**src/hw/rtl/tcw_pkg.sv**
```systemverilog
// shared constants, types and command/status structs for the text console writer
// no dependencies
`timescale 1ns / 1ps

package tcw_pkg;

    localparam int COLUMNS = 80;
    localparam int ROWS    = 25;
    localparam int CELLS   = COLUMNS * ROWS;

    localparam int COL_W   = 7;
    localparam int ROW_W   = 5;
    localparam int ADDR_W  = 11;
    localparam int NUM_W   = 32;
    localparam int NDIG    = 10;
    localparam int CNT_W   = 4;

    localparam logic [7:0] NEWLINE_CODE = 8'd10;
    localparam logic [7:0] DIGIT_ZERO   = 8'h30;
    localparam logic [7:0] DIGIT_NINE   = 8'h39;
    localparam logic [7:0] MINUS_SIGN   = 8'h2D;
    localparam logic [7:0] ATTR_RESET   = 8'd15;

    // floor(x / 10) == (x * RECIP10) >> RECIP_SHIFT for every 32-bit x
    localparam logic [NUM_W-1:0] RECIP10     = 32'hCCCC_CCCD;
    localparam int               RECIP_SHIFT = 35;

    typedef enum logic [2:0] {
        ST_IDLE,
        ST_CHAR,
        ST_DIVQ,
        ST_CONV,
        ST_SIGN,
        ST_EMIT
    } t_state;

    typedef struct packed {
        logic load;
        logic calc_q;
        logic conv_step;
        logic newline;
        logic emit_char;
        logic emit_sign;
        logic emit_digit;
        logic last;
    } t_dp_cmd;

    typedef struct packed {
        logic out_free;
        logic char_nl;
        logic num_neg;
        logic q_zero;
        logic last_digit;
    } t_dp_sts;

endpackage

```
**src/hw/rtl/tcw_ctrl.sv**
```systemverilog
// controller state machine for the text console writer
// depends on tcw_pkg; drives tcw_dp through t_dp_cmd
`timescale 1ns / 1ps

module tcw_ctrl
    import tcw_pkg::*;
(
    input  logic    i_clk,
    input  logic    i_rst_n,
    input  logic    i_in_valid,
    input  logic    i_mode,
    input  t_dp_sts i_sts,
    output t_dp_cmd o_cmd,
    output logic    o_in_stall
);

    t_state r_state;
    t_state n_state;

    always_ff @(posedge i_clk) begin
        if (!i_rst_n) begin
            r_state <= ST_IDLE;
        end else begin
            r_state <= n_state;
        end
    end

    always_comb begin
        n_state    = r_state;
        o_cmd      = '0;
        o_in_stall = 1'b1;
        case (r_state)
            ST_IDLE: begin
                o_in_stall = 1'b0;
                if (i_in_valid) begin
                    o_cmd.load = 1'b1;
                    n_state    = i_mode ? ST_DIVQ : ST_CHAR;
                end
            end
            ST_CHAR: begin
                if (i_sts.char_nl) begin
                    o_cmd.newline = 1'b1;
                    n_state       = ST_IDLE;
                end else if (i_sts.out_free) begin
                    o_cmd.emit_char = 1'b1;
                    o_cmd.last      = 1'b1;
                    n_state         = ST_IDLE;
                end
            end
            ST_DIVQ: begin
                o_cmd.calc_q = 1'b1;
                n_state      = ST_CONV;
            end
            ST_CONV: begin
                o_cmd.conv_step = 1'b1;
                // quotient already zero: this is the most significant digit
                if (i_sts.q_zero) begin
                    n_state = i_sts.num_neg ? ST_SIGN : ST_EMIT;
                end
            end
            ST_SIGN: begin
                if (i_sts.out_free) begin
                    o_cmd.emit_sign = 1'b1;
                    n_state         = ST_EMIT;
                end
            end
            ST_EMIT: begin
                if (i_sts.out_free) begin
                    o_cmd.emit_digit = 1'b1;
                    o_cmd.last       = i_sts.last_digit;
                    if (i_sts.last_digit) begin
                        n_state = ST_IDLE;
                    end
                end
            end
            default: begin
                n_state = ST_IDLE;
            end
        endcase
    end

endmodule

```
**src/hw/rtl/tcw_dp.sv**
```systemverilog
// datapath: cursor, attribute register, divide-by-ten digit loop, output register
// depends on tcw_pkg; commanded by tcw_ctrl
`timescale 1ns / 1ps

module tcw_dp
    import tcw_pkg::*;
(
    input  logic                    i_clk,
    input  logic                    i_rst_n,
    input  logic                    i_cfg_we,
    input  logic [7:0]              i_cfg_data,
    input  logic [7:0]              i_char_code,
    input  logic signed [NUM_W-1:0] i_number,
    input  logic                    i_out_stall,
    input  t_dp_cmd                 i_cmd,
    output t_dp_sts                 o_sts,
    output logic                    o_out_valid,
    output logic [ADDR_W-1:0]       o_cell_address,
    output logic [15:0]             o_cell_word,
    output logic                    o_is_last
);

    logic [COL_W-1:0]  r_col;
    logic [ROW_W-1:0]  r_row;
    logic [7:0]        r_attr;
    logic [7:0]        r_char;
    logic              r_neg;
    logic [NUM_W-1:0]  r_mag;
    logic [NUM_W-1:0]  r_q;
    logic [3:0]        r_dig [NDIG];
    logic [CNT_W-1:0]  r_nd;
    logic              r_out_valid;
    logic [ADDR_W-1:0] r_addr;
    logic [15:0]       r_word;
    logic              r_last;

    logic [COL_W-1:0]   eff_col;
    logic [ROW_W-1:0]   eff_row;
    logic [ROW_W-1:0]   inc_row;
    logic [ADDR_W:0]    addr_full;
    logic [NUM_W-1:0]   mul_in;
    logic [2*NUM_W-1:0] prod;
    logic [NUM_W-1:0]   q_next;
    logic [3:0]         digit;
    logic [7:0]         emit_code;
    logic               emit;
    logic               out_free;
    logic [NUM_W-1:0]   num_u;

    // next row with wrap to row 0
    always_comb begin
        inc_row = r_row + ROW_W'(1);
        if (inc_row >= ROW_W'(ROWS)) begin
            inc_row = '0;
        end
    end

    // lazy wrap of a full row just before a cell write
    always_comb begin
        if (r_col >= COL_W'(COLUMNS)) begin
            eff_col = '0;
            eff_row = inc_row;
        end else begin
            eff_col = r_col;
            eff_row = r_row;
        end
        if (eff_row >= ROW_W'(ROWS)) begin
            eff_row = '0;
        end
        addr_full = (ADDR_W+1)'(eff_row) * (ADDR_W+1)'(COLUMNS) + (ADDR_W+1)'(eff_col);
    end

    // one quotient per cycle by reciprocal multiply
    assign mul_in = i_cmd.calc_q ? r_mag : r_q;
    assign prod   = {{NUM_W{1'b0}}, mul_in} * {{NUM_W{1'b0}}, RECIP10};
    assign q_next = NUM_W'(prod[2*NUM_W-1:RECIP_SHIFT]);
    // remainder is below ten, so only the low nibble of mag - 10q matters
    assign digit  = r_mag[3:0] - ({r_q[0], 3'b000} + {r_q[2:0], 1'b0});

    assign num_u = i_number[NUM_W-1] ? (~NUM_W'(i_number) + NUM_W'(1)) : NUM_W'(i_number);

    assign emit     = i_cmd.emit_char | i_cmd.emit_sign | i_cmd.emit_digit;
    assign out_free = !r_out_valid || !i_out_stall;

    always_comb begin
        if (i_cmd.emit_sign) begin
            emit_code = MINUS_SIGN;
        end else if (i_cmd.emit_digit) begin
            emit_code = DIGIT_ZERO | {4'h0, r_dig[0]};
        end else begin
            emit_code = r_char;
        end
    end

    always_ff @(posedge i_clk) begin
        if (!i_rst_n) begin
            r_col       <= '0;
            r_row       <= '0;
            r_attr      <= ATTR_RESET;
            r_out_valid <= 1'b0;
        end else begin
            if (i_cfg_we) begin
                r_attr <= i_cfg_data;
            end
            if (i_cmd.newline) begin
                r_col <= '0;
                r_row <= inc_row;
            end else if (emit) begin
                r_col <= eff_col + COL_W'(1);
                r_row <= eff_row;
            end
            if (emit) begin
                r_out_valid <= 1'b1;
            end else if (!i_out_stall) begin
                r_out_valid <= 1'b0;
            end
        end
    end

    always_ff @(posedge i_clk) begin
        if (i_cmd.load) begin
            r_char <= i_char_code;
            r_neg  <= i_number[NUM_W-1];
            r_mag  <= num_u;
            r_nd   <= '0;
        end
        if (i_cmd.calc_q) begin
            r_q <= q_next;
        end
        if (i_cmd.conv_step) begin
            r_mag    <= r_q;
            r_q      <= q_next;
            r_nd     <= r_nd + CNT_W'(1);
            r_dig[0] <= digit;
            for (int i = 1; i < NDIG; i++) begin
                r_dig[i] <= r_dig[i-1];
            end
        end
        if (i_cmd.emit_digit) begin
            r_nd <= r_nd - CNT_W'(1);
            for (int i = 0; i < NDIG - 1; i++) begin
                r_dig[i] <= r_dig[i+1];
            end
        end
        if (emit) begin
            r_addr <= addr_full[ADDR_W-1:0];
            r_word <= {r_attr, emit_code};
            r_last <= i_cmd.last;
        end
    end

    assign o_sts.out_free   = out_free;
    assign o_sts.char_nl    = (r_char == NEWLINE_CODE);
    assign o_sts.num_neg    = r_neg;
    assign o_sts.q_zero     = (r_q == '0);
    assign o_sts.last_digit = (r_nd == CNT_W'(1));

    assign o_out_valid    = r_out_valid;
    assign o_cell_address = r_addr;
    assign o_cell_word    = r_word;
    assign o_is_last      = r_last;

endmodule

```
**src/hw/rtl/text_console_writer.sv**
```systemverilog
// top level of the text console writer: controller plus datapath
// depends on tcw_pkg, tcw_ctrl, tcw_dp
`timescale 1ns / 1ps

// Prints characters and signed 32-bit integers onto an 80x25 text screen as a
// stream of cell writes (address, attribute<<8 | code, last flag). A character
// transaction is accepted, then its cell write goes into the output register;
// a newline writes nothing. For an integer, ST_DIVQ forms the first quotient,
// a divide-by-ten loop in ST_CONV produces one digit per cycle with a
// reciprocal multiply, then an optional minus sign and the digits leave one
// per cycle, while the output is not stalled, through the single output
// register. A stall on the output side holds the block until the output
// register is free. The block takes a new item while the last result of the
// previous one still waits in the output register. The attribute register
// may be written only while the block is idle.
module text_console_writer
    import tcw_pkg::*;
(
    input  logic                    i_clk,
    input  logic                    i_rst_n,
    input  logic                    i_cfg_we,
    input  logic [7:0]              i_cfg_data,
    input  logic                    i_in_valid,
    output logic                    o_in_stall,
    input  logic                    i_mode,
    input  logic [7:0]              i_char_code,
    input  logic signed [NUM_W-1:0] i_number,
    output logic                    o_out_valid,
    input  logic                    i_out_stall,
    output logic [ADDR_W-1:0]       o_cell_address,
    output logic [15:0]             o_cell_word,
    output logic                    o_is_last
);

    t_dp_cmd cmd;
    t_dp_sts sts;

    tcw_ctrl u_ctrl (
        .i_clk      (i_clk),
        .i_rst_n    (i_rst_n),
        .i_in_valid (i_in_valid),
        .i_mode     (i_mode),
        .i_sts      (sts),
        .o_cmd      (cmd),
        .o_in_stall (o_in_stall)
    );

    tcw_dp u_dp (
        .i_clk          (i_clk),
        .i_rst_n        (i_rst_n),
        .i_cfg_we       (i_cfg_we),
        .i_cfg_data     (i_cfg_data),
        .i_char_code    (i_char_code),
        .i_number       (i_number),
        .i_out_stall    (i_out_stall),
        .i_cmd          (cmd),
        .o_sts          (sts),
        .o_out_valid    (o_out_valid),
        .o_cell_address (o_cell_address),
        .o_cell_word    (o_cell_word),
        .o_is_last      (o_is_last)
    );

endmodule

```
**config.mk**
```make
export PLATFORM = sky130hd
export DESIGN_NAME = text_console_writer
export DESIGN_NICKNAME = d
export VERILOG_FILES = /design/src/hw/rtl/tcw_pkg.sv /design/src/hw/rtl/tcw_ctrl.sv /design/src/hw/rtl/tcw_dp.sv /design/src/hw/rtl/text_console_writer.sv
export SDC_FILE = /design/constraint.sdc
export NUM_CORES = 1
export LEC_CHECK = 0
export ABC_CLOCK_PERIOD_IN_PS = 12450
export BUFFER_PORTS_ARGS = -buffer_cell sky130_fd_sc_hd__buf_2
export CORE_ASPECT_RATIO = 0.75
export CORE_MARGIN = 2
export CORE_UTILIZATION = 55
export CTS_CLUSTER_SIZE = 20
export DETAILED_ROUTE_END_ITERATION = 6
export PLACE_DENSITY = 0.72
export RECOVER_POWER = 50
export SKIP_LAST_GASP = 1
export SYNTH_ARGS = -nofsm -noshare
export SYNTH_HDL_FRONTEND = slang
export SYNTH_SLANG_ARGS = --single-unit
```
**constraint.sdc**
```tcl
create_clock -name i_clk -period 12.45 [get_ports i_clk]
set_clock_uncertainty 0.05 [all_clocks]
set_input_delay 1.245 -clock i_clk [delete_from_list [all_inputs] [get_ports i_clk]]
set_output_delay 1.245 -clock i_clk [all_outputs]
set_load 0.02 [all_outputs]
```
==> flow_summary.yaml <==
die:
  die_area_um2: 47900
  ios: 84
  rows: 68
  core_region_area_um2: 45800
  start_util_pct: 55.5
  die_x_um: 252
  die_h_um: 190
timing:
  slew_violations: 165
  finalSetupViolCount: 0
  hold_viol_final: 0
  maxSlewHeadroom_pct: -29.6
  tns_ns: 0
  rsz0062_at_grt: "false"
  max_freq_ghz: 0.100
  final.period_utilization_pct: 80.0
  fin_crit_ns: 9.96
  worst_slew_pin_slew_ns: 1.94
route:
  num_vias: 18419
  dr.pass1.iters: 6
  drcViolationCount: 0
  drt_iter0_markers: 1836
  wl_per_cell_um: 23.6
  wl_mm: 76.0
  viasPerCell: 5.73
  drtAntennaViolNets: 0
clock_network:
  numCtsBuffers: 17
  cts_buffer_depth: 2
  tritoncts: "done"
  htreeDepth: 4
  clk_latency_ns: 0.45
  cts-root-buf: "clkbuf_16"
  postCtsSetupBuffers: 0
  cts-hold-fix-buffers: 0
  ctsResizeCount: 0
  cts_sinks: 166
  clk_pin_slew_worst_paths_ns: 0.08
placement:
  finalWeightedCongestion: 1.07
  hpwlAfterDp_mm: 66.0
  io_buffers: 83
min_path:
  min_path_type: "flop to flop"
setup_path:
  worstSetupEndpointType: "flop"
  path_buf_inv: 2
  criticalPathCategory: "flop to flop"
  arrival_ns: 10.10
  critPathLaunchType: "flop"
  path_cells: "nor3b_2, buf_4, mux2i_1, inv_1, ha_1, xor2_1, a21o_1, fa_1, fa_1, fa_1, fa_1, fa_1, fa_1, ha_1, nand4_1, nor4_1, nand3_1, or4b_1, a31o_2, and3b_1, o31ai_1, a221oi_1, xnor2_1"
  critical_path.top_delay_family: "adder cells"
  slowest_delay_ns: 0.68
  critPathMaxFanout: 43
  crit_top_cell: "fa_1"
  slowest_stage: "fa_1"
  cp.required_ns: 12.59
yosys:
  dominantRegCellSynth: "edfxtp_1"
  synth_fp_nets: 3345
  synth_seq_cells: 166
  ys_types: 72
  synth_area_leaders: "fa_1, ha_1, edfxtp_1"
  syn_inst: 2544
  synth_edf_count: 142
  synth_top_cell_by_area: "fa_1"
  synth_mux_area_share_pct: 2.09
  syn-cell-area_um2: 25400
  avgSynthCellArea_um2: 9.99
  synth_top_family_by_area: "adder cells"
  synth_compound_gate_area_share_pct: 8.06
  async_flop_share_pct: 0
  yosysWarnings: 0
  synth_seq_area_share_pct: 18.7
  yosys.area_share.adder_pct: 48.2
  yosysTopAreaCellShare_pct: 30.5
  synth_xor_xnor_area_share_pct: 4.48
  synth_simple_gate_area_share_pct: 8.39
global_route:
  antenna_found_initial: 5
  grt_max_degree: 69
  grt_pass1_vias: 18922
  grt_first_pass_wirelength_mm: 117
  grtUsageTotal_pct: 33.2
  grt.overflow.total: 0
finish:
  nets: 3405
  fillers: 3990
  layout_commonest_cell: "inv_1"
  area_growth_pct: 6.09
  layout_common_cells: "inv_1, fa_1, ha_1, nand2_1, edfxtp_1"
  final_util_pct: 58.9
  layout-drive-gt1-share_pct: 5.08
job:
  max-cap-violations: 5
run_status:
  status: "complete, but fails checks"
  violations: "capacitance limit, slew limit"
[worst register-to-register path, stage by stage, from the launching register on]
cell and delay, ns:
dfxtp_1 0.54, nor3b_2 0.23, buf_4 0.53, mux2i_1 0.53
inv_1 0.21, ha_1 0.50, xor2_1 0.53, a21o_1 0.29
fa_1 0.47, fa_1 0.68, fa_1 0.49, fa_1 0.46
fa_1 0.40, fa_1 0.40, ha_1 0.49, nand4_1 0.23
nor4_1 0.60, nand3_1 0.21, or4b_1 0.56, a31o_2 0.34
and3b_1 0.25, o31ai_1 0.42, a221oi_1 0.16, xnor2_1 0.15
[metrics by stage]
step,std cells,cell area [um^2],hold slack (ns),setup slack [ns]
6_report,3216,26900,0.387,2.49
5_1_grt,3213,26900,0.397,2.05
4_1_cts,3212,27000,0.387,2.67
3_5_place_dp,3180,26400,0.367,2.73
3_3_place_gp,3180,26400,0.365,2.87
2_1_floorplan,2544,25400,0.358,3.29
[path summary, 6_finish.rpt]
check                    start                    to  slack [ns]  cells after the start
max          u_ctrl.r_state[1]          u_dp.r_q[22]        2.49                     23
min             u_dp.r_attr[4]  u_dp.o_cell_word[12]        0.39                      0
max reg2reg  u_ctrl.r_state[1]          u_dp.r_q[22]        2.49                     23
min reg2reg     u_dp.r_attr[4]  u_dp.o_cell_word[12]        0.39                      0
[synthesized netlist by cell type, types with 26 or more instances]
| master | number |
|---|---|
| a21oi_1 | 77 |
| nand2_1 | 222 |
| clkbuf_1 | 45 |
| nor2_1 | 66 |
| mux2_2 | 33 |
| xnor2_1 | 53 |
| xor2_1 | 77 |
| nand3_1 | 26 |
| fa_1 | 387 |
| o21ai_0 | 89 |
| a21o_1 | 59 |
| edfxtp_1 | 142 |
| ha_1 | 360 |
| inv_1 | 627 |
[routing by layer]
metal  part of all wire [%]  wire length, um  vias up  GRT usage, %
li1                       -                -     8280             -
met1                     46            35200     9248          51.9
met2                     41            31100      825          47.0
met3                     11             8450       64          7.95
met4                    1.6             1190        2          5.55
met5                  0.017               13        -             0
[final cells by class]
cell class	instances	area, um^2	share of cell area [%]
clock inverters	14	133	0.492
diodes	4	10.0	0.0371
well taps	595	744	2.76
inverters	628	2360	8.75
multi-input cells	1701	18100	67.2
repair buffers	90	412	1.53
clock buffers	18	439	1.63
flip-flops and latches	166	4740	17.6
[cell families (layout without fill, tap and decap cells)]
logic type,count (synthesis),in the layout
simple gates,454,454
compound gates,321,321
flops,166,166
xor+xnor,130,130
other cells,0,4
fa+ha+maj,747,747
mux,49,49
buf+inv,677,750
[sequential cells by signal (all words and copies together), names as in the netlist]
name                 count
u_dp.r_q                29
u_dp.o_cell_word        16
u_dp.o_out_valid         1
u_dp.r_dig              40
u_dp.o_is_last           1
u_dp.o_cell_address     11
u_dp.r_nd                4
u_dp.r_char              8
u_dp.r_mag              32
u_dp.r_neg               1
u_ctrl.r_state           3
u_dp.r_row               5
u_dp.r_attr              8
u_dp.r_col               7
Power is not shown: default switching activity piles up to over one toggle a cycle in this logic, so the estimate is an artifact.
